[src/rtl/mpfc_pkg.sv]
// Package: types, codes and constants of the music play and fade controller.
`timescale 1ns / 1ps
package mpfc_pkg;

  localparam logic [4:0] ST_STOPPED = 5'd1;
  localparam logic [4:0] ST_PLAYING = 5'd2;
  localparam logic [4:0] ST_PAUSED  = 5'd4;
  localparam logic [4:0] ST_FADEOUT = 5'd8;
  localparam logic [4:0] ST_FADING  = 5'd16;

  localparam logic [3:0] CMD_START     = 4'd1;
  localparam logic [3:0] CMD_START_CHG = 4'd2;
  localparam logic [3:0] CMD_STOP      = 4'd3;
  localparam logic [3:0] CMD_CONTINUE  = 4'd4;
  localparam logic [3:0] CMD_VOLUME    = 4'd5;
  localparam logic [3:0] CMD_FADE_OUT  = 4'd6;
  localparam logic [3:0] CMD_FADE_IN   = 4'd7;
  localparam logic [3:0] CMD_INIT      = 4'd8;

  localparam logic [2:0] REQ_PLAY    = 3'd0;
  localparam logic [2:0] REQ_PAUSE   = 3'd1;
  localparam logic [2:0] REQ_STOP    = 3'd2;
  localparam logic [2:0] REQ_UNPAUSE = 3'd3;
  localparam logic [2:0] REQ_FADEOUT = 3'd4;
  localparam logic [2:0] REQ_FADEIN  = 3'd5;
  localparam logic [2:0] REQ_SETVOL  = 3'd6;
  localparam logic [2:0] REQ_TICK    = 3'd7;

  localparam logic [15:0] FULL_X10   = 16'd2560;
  localparam logic [15:0] MIN_X10    = 16'd40;
  localparam logic [11:0] VOL_MASK   = 12'h1FC;
  localparam logic [7:0]  SONG_NONE  = 8'd255;
  localparam logic [7:0]  SONG_RESET = 8'd254;
  localparam int          DIV_BITS   = 16;

  typedef enum logic [2:0] {
    S_IDLE, S_DIV, S_FIX, S_OUT
  } state_e;

  typedef struct packed {
    logic [3:0]  cmd;
    logic [7:0]  song;
    logic [11:0] value;
  } cmd_t;

  // Controller to datapath commands
  typedef struct packed {
    logic eval;     // evaluate accepted request
    logic div_step; // one restoring division step
    logic fix;      // apply quotient
    logic pop;      // drop head command
  } ctl_t;

  // Datapath to controller status
  typedef struct packed {
    logic need_div;
    logic div_done;
    logic has_cmd;
  } sts_t;

endpackage

[src/rtl/mpfc_datapath.sv]
// Datapath: status and volume registers, serial divider and command queue.
`timescale 1ns / 1ps
module mpfc_datapath (
  input  logic            clk_i,
  input  logic            rst_ni,
  input  logic            music_disabled_i,
  input  logic [2:0]      req_type_i,
  input  logic [7:0]      song_i,
  input  logic [15:0]     fade_time_i,
  input  logic [15:0]     level_i,
  input  logic            player_paused_i,
  input  mpfc_pkg::ctl_t  ctl_i,
  output mpfc_pkg::sts_t  sts_o,
  output logic [3:0]      command_o,
  output logic [7:0]      command_song_o,
  output logic [11:0]     command_value_o,
  output logic [4:0]      status_bits_o,
  output logic            last_o
);
  import mpfc_pkg::*;

  logic [4:0]  status_q, status_d;
  logic [7:0]  song_q, song_d;
  logic [15:0] vol_q, vol_d, tgt_q, tgt_d, step_q, step_d;
  cmd_t        buf_q [3];
  cmd_t        buf_d [3];
  logic [1:0]  cnt_q, cnt_d;
  // divider: request and signed mode flags
  logic        need_div, div_sgn, div_neg;
  logic [15:0] dvd_abs;
  logic        dsgn_q, dneg_q;
  logic [15:0] quo_q, den_q;
  logic [15:0] rem_q;
  logic [4:0]  dcnt_q;
  logic [16:0] rem_sh;
  logic [16:0] rem_sub;
  logic [15:0] qfix;
  logic [16:0] vsum;
  logic [15:0] lv;

  // volume over ten by reciprocal with one correction
  function automatic logic [15:0] vq10_after(input logic [15:0] v);
    logic [31:0] m;
    logic [15:0] r;
    m = 32'(v) * 32'd6554;
    r = m[31:16];
    if (32'(r) * 32'd10 > 32'(v)) r = r - 16'd1;
    return r;
  endfunction

  // evaluate one request into next state and queued commands
  always_comb begin
    logic [4:0]  st;
    logic        pend;
    logic [15:0] diff;
    cmd_t        q [3];
    logic [1:0]  n;
    st = status_q;
    song_d = song_q;
    vol_d = vol_q;
    tgt_d = tgt_q;
    step_d = step_q;
    need_div = 1'b0;
    div_sgn = 1'b0;
    div_neg = 1'b0;
    dvd_abs = '0;
    pend = 1'b0;
    diff = '0;
    n = 2'd0;
    for (int k = 0; k < 3; k++) q[k] = '0;
    lv = (level_i > 16'd256) ? 16'd256 : ((level_i < 16'd4) ? 16'd4 : level_i);
    vsum = {vol_q[15], vol_q} + {step_q[15], step_q};
    if (ctl_i.eval) begin
      unique case (req_type_i)
        REQ_PLAY: begin
          if (!music_disabled_i) begin
            q[0] = '{(st & ST_FADEOUT) != 0 ? CMD_START : CMD_START_CHG, song_i, 12'd0};
            n = 2'd1;
            song_d = song_i;
            vol_d = FULL_X10;
            st = ST_PLAYING;
          end
        end
        REQ_PAUSE: begin
          if ((st & ST_PLAYING) != 0) begin
            q[0] = '{CMD_STOP, 8'd0, 12'd0};
            n = 2'd1;
            st = (st & ~ST_PLAYING) | ST_PAUSED;
            if ((st & ST_FADEOUT) != 0) begin
              st = st | ST_STOPPED;
              q[1] = '{CMD_VOLUME, 8'd0, 12'd4};
              n = 2'd2;
            end
          end else st = st | ST_STOPPED;
        end
        REQ_STOP: begin
          if ((st & ST_STOPPED) == 0) begin
            q[0] = '{CMD_STOP, 8'd0, 12'd0};
            n = 2'd1;
            st = ST_STOPPED;
            song_d = SONG_NONE;
          end
        end
        REQ_UNPAUSE: begin
          if ((st & ST_PAUSED) != 0) begin
            if ((st & ST_STOPPED) == 0) begin
              q[0] = '{CMD_CONTINUE, 8'd0, 12'd0};
              n = 2'd1;
              st = (st & ~ST_PAUSED) | ST_PLAYING;
            end else st = st & ~ST_STOPPED;
          end
        end
        REQ_FADEOUT: begin
          if ((st & ST_PLAYING) != 0) begin
            q[0] = '{CMD_FADE_OUT, 8'd0, fade_time_i[15:4]};
            n = 2'd1;
            st = ST_FADEOUT | ST_PLAYING;
          end
        end
        REQ_FADEIN: begin
          if (!music_disabled_i) begin
            if (song_q == song_i && (st & ST_STOPPED) != 0) begin
              if ((st & ST_PAUSED) != 0) begin
                st = st & ~(ST_FADEOUT | ST_STOPPED);
                q[0] = '{CMD_START, song_i, 12'd0};
                q[1] = '{CMD_INIT, 8'd0, 12'd0};
                q[2] = '{CMD_STOP, 8'd0, 12'd0};
                n = 2'd3;
              end
            end else if (song_i == SONG_NONE) begin
              if ((st & ST_STOPPED) != 0) begin
                if ((st & ST_PAUSED) != 0) begin
                  st = st & ~ST_STOPPED;
                  // nested unpause: paused set, stopped now clear
                  if ((st & ST_FADEOUT) != 0) begin
                    q[0] = '{CMD_CONTINUE, 8'd0, 12'd0};
                    n = 2'd1;
                    st = (st & ~ST_PAUSED) | ST_PLAYING;
                  end
                end
              end else if ((st & ST_FADEOUT) != 0) begin
                q[0] = '{CMD_FADE_IN, 8'd0, fade_time_i[15:4]};
                n = 2'd1;
                st = ST_PLAYING;
              end else begin
                if ((st & ST_PAUSED) != 0) begin
                  q[0] = '{CMD_CONTINUE, 8'd0, 12'd0};
                  n = 2'd1;
                  st = (st & ~ST_PAUSED) | ST_PLAYING;
                end
                pend = 1'b1;
              end
            end else begin
              q[0] = '{(st & ST_FADEOUT) != 0 ? CMD_START : CMD_START_CHG, song_i, 12'd0};
              q[1] = '{CMD_INIT, 8'd0, 12'd0};
              n = 2'd2;
              song_d = song_i;
              vol_d = FULL_X10;
              st = ST_PLAYING;
              pend = 1'b1;
            end
            if (pend && fade_time_i != 16'd0) begin
              need_div = 1'b1;
              dvd_abs = tgt_q;
              st = ST_FADING | ST_PLAYING;
              vol_d = MIN_X10;
            end
          end
        end
        REQ_SETVOL: begin
          if ((st & (ST_STOPPED | ST_PAUSED)) == 0) begin
            if (fade_time_i != 16'd0) begin
              tgt_d = 16'(lv * 16'd10);
              diff = tgt_d - vol_q;
              need_div = 1'b1;
              div_sgn = 1'b1;
              div_neg = diff[15];
              dvd_abs = diff[15] ? -diff : diff;
              st = st | ST_FADING;
            end else begin
              q[0] = '{CMD_VOLUME, 8'd0, 12'(lv) & VOL_MASK};
              n = 2'd1;
              vol_d = 16'(lv * 16'd10);
            end
          end
        end
        default: begin
          if ((st & (ST_STOPPED | ST_PAUSED)) == 0) begin
            if (step_q != 16'd0) begin
              vol_d = vsum[15:0];
              if ((!step_q[15] && $signed(vsum[15:0]) > $signed(tgt_q)) ||
                  (step_q[15] && $signed(vsum[15:0]) < $signed(tgt_q))) begin
                vol_d = tgt_q;
                step_d = '0;
                st = ST_PLAYING;
              end
              q[0] = '{CMD_VOLUME, 8'd0, 12'(vq10_after(vol_d)) & VOL_MASK};
              n = 2'd1;
            end else if (player_paused_i) st = ST_PAUSED;
          end
        end
      endcase
    end
    status_d = st;
    for (int k = 0; k < 3; k++) buf_d[k] = q[k];
    cnt_d = n;
  end

  // one divide step per cycle
  assign rem_sh  = {rem_q, quo_q[15]};
  assign rem_sub = rem_sh - {1'b0, den_q};
  assign qfix = dsgn_q ? (dneg_q ? -quo_q : quo_q) : quo_q + 16'd1;

  always_ff @(posedge clk_i or negedge rst_ni) begin
    if (!rst_ni) begin
      status_q <= ST_STOPPED;
      song_q <= SONG_RESET;
      vol_q <= FULL_X10;
      tgt_q <= FULL_X10;
      step_q <= '0;
      cnt_q <= '0;
      dcnt_q <= '0;
    end else if (ctl_i.eval) begin
      status_q <= status_d;
      song_q <= song_d;
      vol_q <= vol_d;
      tgt_q <= tgt_d;
      step_q <= step_d;
      buf_q <= buf_d;
      cnt_q <= cnt_d;
      dsgn_q <= div_sgn;
      dneg_q <= div_neg;
      quo_q <= dvd_abs;
      den_q <= fade_time_i;
      rem_q <= '0;
      dcnt_q <= 5'(DIV_BITS);
    end else if (ctl_i.div_step) begin
      if (!rem_sub[16]) begin
        rem_q <= rem_sub[15:0];
        quo_q <= {quo_q[14:0], 1'b1};
      end else begin
        rem_q <= rem_sh[15:0];
        quo_q <= {quo_q[14:0], 1'b0};
      end
      dcnt_q <= dcnt_q - 5'd1;
    end else if (ctl_i.fix) begin
      step_q <= qfix;
    end else if (ctl_i.pop) begin
      buf_q[0] <= buf_q[1];
      buf_q[1] <= buf_q[2];
      cnt_q <= cnt_q - 2'd1;
    end
  end

  assign sts_o = '{need_div: need_div, div_done: (dcnt_q == 5'd0), has_cmd: (cnt_q != 2'd0)};
  assign command_o       = buf_q[0].cmd;
  assign command_song_o  = buf_q[0].song;
  assign command_value_o = buf_q[0].value;
  assign status_bits_o   = status_q;
  assign last_o          = (cnt_q == 2'd1);
endmodule

[src/rtl/mpfc_ctrl.sv]
// Controller: sequences evaluation, division and command delivery.
`timescale 1ns / 1ps
module mpfc_ctrl (
  input  logic           clk_i,
  input  logic           rst_ni,
  input  logic           in_valid_i,
  output logic           in_ready_o,
  output logic           out_valid_o,
  input  logic           out_ready_i,
  input  mpfc_pkg::sts_t sts_i,
  output mpfc_pkg::ctl_t ctl_o
);
  import mpfc_pkg::*;

  state_e state_q, state_d;

  // hold state
  always_ff @(posedge clk_i or negedge rst_ni) begin
    if (!rst_ni) state_q <= S_IDLE;
    else state_q <= state_d;
  end

  // advance on request, divide and fix the step when needed, then drain commands
  always_comb begin
    state_d = state_q;
    ctl_o = '0;
    in_ready_o = 1'b0;
    out_valid_o = 1'b0;
    unique case (state_q)
      S_IDLE: begin
        in_ready_o = 1'b1;
        if (in_valid_i) begin
          ctl_o.eval = 1'b1;
          state_d = sts_i.need_div ? S_DIV : S_OUT;
        end
      end
      S_DIV: begin
        if (sts_i.div_done) state_d = S_FIX;
        else ctl_o.div_step = 1'b1;
      end
      S_FIX: begin
        ctl_o.fix = 1'b1;
        state_d = S_OUT;
      end
      S_OUT: begin
        if (!sts_i.has_cmd) state_d = S_IDLE;
        else begin
          out_valid_o = 1'b1;
          if (out_ready_i) ctl_o.pop = 1'b1;
        end
      end
      default: state_d = S_IDLE;
    endcase
  end
endmodule

[src/rtl/music_play_fade_controller.sv]
// Top level: music play and fade controller.
// A request is evaluated when accepted; a fade-in or volume fade then runs
// the one-bit-per-cycle restoring divider for the fade step. No new request
// is taken until every command of the last one has been delivered.
// Reset: asynchronous active low; stopped, song 254, volume and target 2560.
`timescale 1ns / 1ps
module music_play_fade_controller (
  input  logic        clk_i,
  input  logic        rst_ni,
  input  logic        cfg_we_i,
  input  logic        cfg_wdata_i,
  input  logic        in_valid_i,
  output logic        in_ready_o,
  input  logic [2:0]  req_type_i,
  input  logic [7:0]  song_i,
  input  logic [15:0] fade_time_i,
  input  logic [15:0] level_i,
  input  logic        player_paused_i,
  output logic        out_valid_o,
  input  logic        out_ready_i,
  output logic [3:0]  command_o,
  output logic [7:0]  command_song_o,
  output logic [11:0] command_value_o,
  output logic [4:0]  status_bits_o,
  output logic        last_o
);
  import mpfc_pkg::*;

  logic dis_q;
  ctl_t ctl;
  sts_t sts;

  // hold configuration
  always_ff @(posedge clk_i or negedge rst_ni) begin
    if (!rst_ni) dis_q <= 1'b0;
    else if (cfg_we_i) dis_q <= cfg_wdata_i;
  end

  mpfc_ctrl u_ctrl (
    .clk_i, .rst_ni, .in_valid_i, .in_ready_o,
    .out_valid_o, .out_ready_i, .sts_i(sts), .ctl_o(ctl)
  );

  mpfc_datapath u_dp (
    .clk_i, .rst_ni, .music_disabled_i(dis_q), .req_type_i, .song_i, .fade_time_i,
    .level_i, .player_paused_i, .ctl_i(ctl), .sts_o(sts), .command_o,
    .command_song_o, .command_value_o, .status_bits_o, .last_o
  );

  a_excl: assert property (@(posedge clk_i) disable iff (!rst_ni)
    !(in_ready_o && out_valid_o)) else $error("accept while delivering");
  a_last: assert property (@(posedge clk_i) disable iff (!rst_ni)
    out_valid_o && out_ready_i && last_o |=> !out_valid_o)
    else $error("command after last");
endmodule

[config.mk]
export PLATFORM = sky130hd
export DESIGN_NAME = music_play_fade_controller
export DESIGN_NICKNAME = d
export VERILOG_FILES = /design/src/rtl/mpfc_pkg.sv /design/src/rtl/mpfc_datapath.sv /design/src/rtl/mpfc_ctrl.sv /design/src/rtl/music_play_fade_controller.sv
export SDC_FILE = /design/constraint.sdc
export NUM_CORES = 1
export LEC_CHECK = 0
export BUFFER_PORTS_ARGS = -buffer_cell sky130_fd_sc_hd__clkbuf_2
export CAP_MARGIN = 20
export CORE_MARGIN = 2
export CORE_UTILIZATION = 40
export DETAILED_ROUTE_END_ITERATION = 10
export PLACE_DENSITY = 0.55
export RECOVER_POWER = 50
export SLEW_MARGIN = 0
export SYNTH_ARGS = -nofsm -noshare
export SYNTH_HDL_FRONTEND = slang
export SYNTH_SLANG_ARGS = --single-unit
[constraint.sdc]
create_clock -name clk_i -period 16.6 [get_ports clk_i]
set_clock_uncertainty 0.1 [all_clocks]
set_input_delay 0.83 -clock clk_i [delete_from_list [all_inputs] [get_ports clk_i]]
set_output_delay 0.83 -clock clk_i [all_outputs]
set_load 0.02 [all_outputs]
==> out/metrics.cfg <==
[outcome]
status=finished with violations
violations=capacitance limit, slew limit

[final_layout]
fill_cells=4055
fin_nets=2230
multi_input_area_sq_um=11000
stdcell_area_sq_um=17700
drive_above_1_share_pct=7.13
area_growth_syn_to_layout_pct=8.05
final_util_pct=43.6
regArea_sq_um=4140
n_antenna_cell=0

[routing]
routed_via_density=5.55
drt-initial-drc-count=886
drc_errors=0
ant_nets=0
vias=13500
first_pass_iters=5
wl_um=46700
wl_per_cell_um=19.1

[cts]
clkTransAtPathRegs_ns=0.07
cts_tree=built
cts_sinks=149
cts_hold_buf=0
clockRootBuffer=clkbuf_16
cts_max_level=4
clkLatencyLatePin_ns=0.43
ctsLongestPathBuffers=2
cts_buffers=17

[global_route]
top_usage_layer=met2
grt_usage_pct=22.3
antenna_found_initial=0
use_met1_pct=29.6
use_met3_pct=2.11
met2_usage_pct=37.9
grt_pass1_vias=13500
grt.overflow.total=0
grt_start_max_net_pins=44
grt_pass1_wl_um=73800

[floorplan]
io-pin-count=82
die_area_sq_um=42600
coreArea_sq_um=40600
die_y_um=206
rows=74
die_w_um=206
start_util_pct=40.3

[yosys]
synth_seq_area_share_pct=25.3
synth_area_leaders=ha_1, edfxtp_1, dfrtp_1
syn_avg_cell_area_sq_um=8.87
yosysMostFrequentCell=ha_1
synth_top_area_share_pct=17.3
syn_inst=1847
synth_top_area_cell=ha_1
yosys_warnings=0
synth_commonest_cells=ha_1, inv_1, nand2_1
async_flop_share_pct=47.0
synth_cell_types=99
ys_ff_latch=149
synth_edf_count=79
ys.flop_type=edfxtp_1
syn-cell-area_sq_um=16400

[critical_path]
endpoint_kind=register
cp.required_ns=16.66
crit_arrival_ns=15.29
cp_num_buf_inv=6
max_stage_delay_ns=0.83
path_class=register to register
worst-r2r-setup-slack_ns=1.37
critPathTopFamily=compound AO/OA/AOI/OAI gates
crit_slowest_cell=nor2_2
crit_path_max_fanout=26
cp_common_cell=ha_1
worst_setup_path_start_kind=register

[sta]
tightestPinTransition_ns=2.57
slew-limit-headroom_pct=-71.4
post-route-period-util_pct=91.8
period_needed_ns=15.23
setup_viol=0
whs_ns=0.291
rsz0062_at_grt=no
max_freq_ghz=0.0657
finalSetupTns_ns=0
hold_viol=0
drv_slew=125

[placed_design]
gp_congestion=0.945
placed_area_sq_um=17200
portBuffers=81
hpwl_um=38000

[hold_path]
holdCritPathClass=input pin to asynchronous set/reset pin

[flow_run]
drv_cap=3

[stage by stage]
step / setup WS [ns] / instances
after floorplan: 3.73 / 1854
after global placement: 1.33 / 2406
after detailed placement: 1.11 / 2406
after CTS: 1.07 / 2438
after global routing: 0.139 / 2439
final: 1.37 / 2439
[cell usage in the layout (no fill, tap or decap), types with 13 or more instances in the layout]
cell type | Yosys | routed
mux2i_1 | 21 | 21
a22oi_1 | 24 | 24
xnor2_1 | 69 | 69
clkbuf_1 | 41 | 57
nand2b_1 | 16 | 16
o31ai_1 | 20 | 20
nand4_1 | 16 | 16
edfxtp_1 | 79 | 79
xor2_1 | 47 | 47
o211ai_1 | 19 | 19
a21oi_1 | 121 | 120
clkbuf_2 | 0 | 32
and3_1 | 18 | 18
ha_1 | 226 | 226
nor4_1 | 16 | 16
nor3_1 | 35 | 35
a21o_1 | 26 | 26
o21ai_0 | 112 | 112
dfrtp_1 | 58 | 58
nor2b_1 | 14 | 14
nand2_1 | 134 | 134
and2_1 | 31 | 30
o22ai_1 | 13 | 13
o21a_1 | 26 | 26
nand3_1 | 47 | 47
inv_1 | 224 | 224
clkbuf_16 | 0 | 17
nor2_1 | 112 | 112
fa_1 | 60 | 60
[routing by layer]
layer  vias up  wire, um  part of all wire [%]
li1       6620         -                     -
met1      6541     21000                    45
met2       326     22500                    48
met3        61      1900                   4.1
met4         0      1210                   2.6
met5         -         0                     0
[state kept, by name, indices dropped and copies added, names as in the netlist, 5 cells and up]
register and flops:
u_dp.buf_q 5, u_dp.command_value_o 12, u_dp.vol_q 16, u_dp.rem_q 16, u_dp.quo_q 16, u_dp.command_song_o 8, u_dp.tgt_q 15, u_dp.den_q 16
u_dp.status_bits_o 5, u_dp.step_q 16, u_dp.dcnt_q 5, u_dp.song_q 8
[cell families (layout without fill, tap and decap cells)]
group,after synthesis,count (layout),share of synthesized area (%)
xor gates and xnor gates,119,119,6.54
and+or+nand+nor,490,490,14.9
muxes,24,24,1.49
adders and majority gates,286,286,24.6
AOI/OAI and AO/OA,480,480,19.6
other,1,8,0.0229
buffers and inverters,298,351,7.62
DFF,149,149,25.3
[layout make-up]
type,count,share of cell area (%)
tap,532,3.76
timing repair buffer,94,2.43
inverter,225,4.77
sequential,149,23.4
clock inverter,11,0.848
multi-input combinational,1407,62.3
clock buffer,21,2.49
[final timing paths]
kind                                       startpoint                                     to  cells after the start
setup / recovery            u_dp.vol_q[0]$_DFFE_PN0P_  u_dp.command_value_o[6]$_SDFFCE_PN0P_                     58
hold / removal                                 rst_ni             u_dp.tgt_q[10]$_DFFE_PN0P_                      1
setup reg to reg            u_dp.vol_q[0]$_DFFE_PN0P_  u_dp.command_value_o[6]$_SDFFCE_PN0P_                     58
hold reg to reg            u_dp.dcnt_q[4]$_DFFE_PN0N_             u_dp.dcnt_q[4]$_DFFE_PN0N_                      2
max in group asynchronous                      rst_ni      u_dp.status_bits_o[2]$_DFFE_PN0P_                      2
min in group clk_i         u_dp.dcnt_q[4]$_DFFE_PN0N_             u_dp.dcnt_q[4]$_DFFE_PN0N_                      2
[timing repair]
| action | CTS | global route |
|---|---|---|
| gates resized for setup | 0 | 1 |
| setup buffers | 0 | 0 |
| setup endpoints to repair | 0 | 7 |
Power is left out: the tool's default activity adds up to more than one toggle a clock period on the data nets, which glitch-free logic cannot reach.
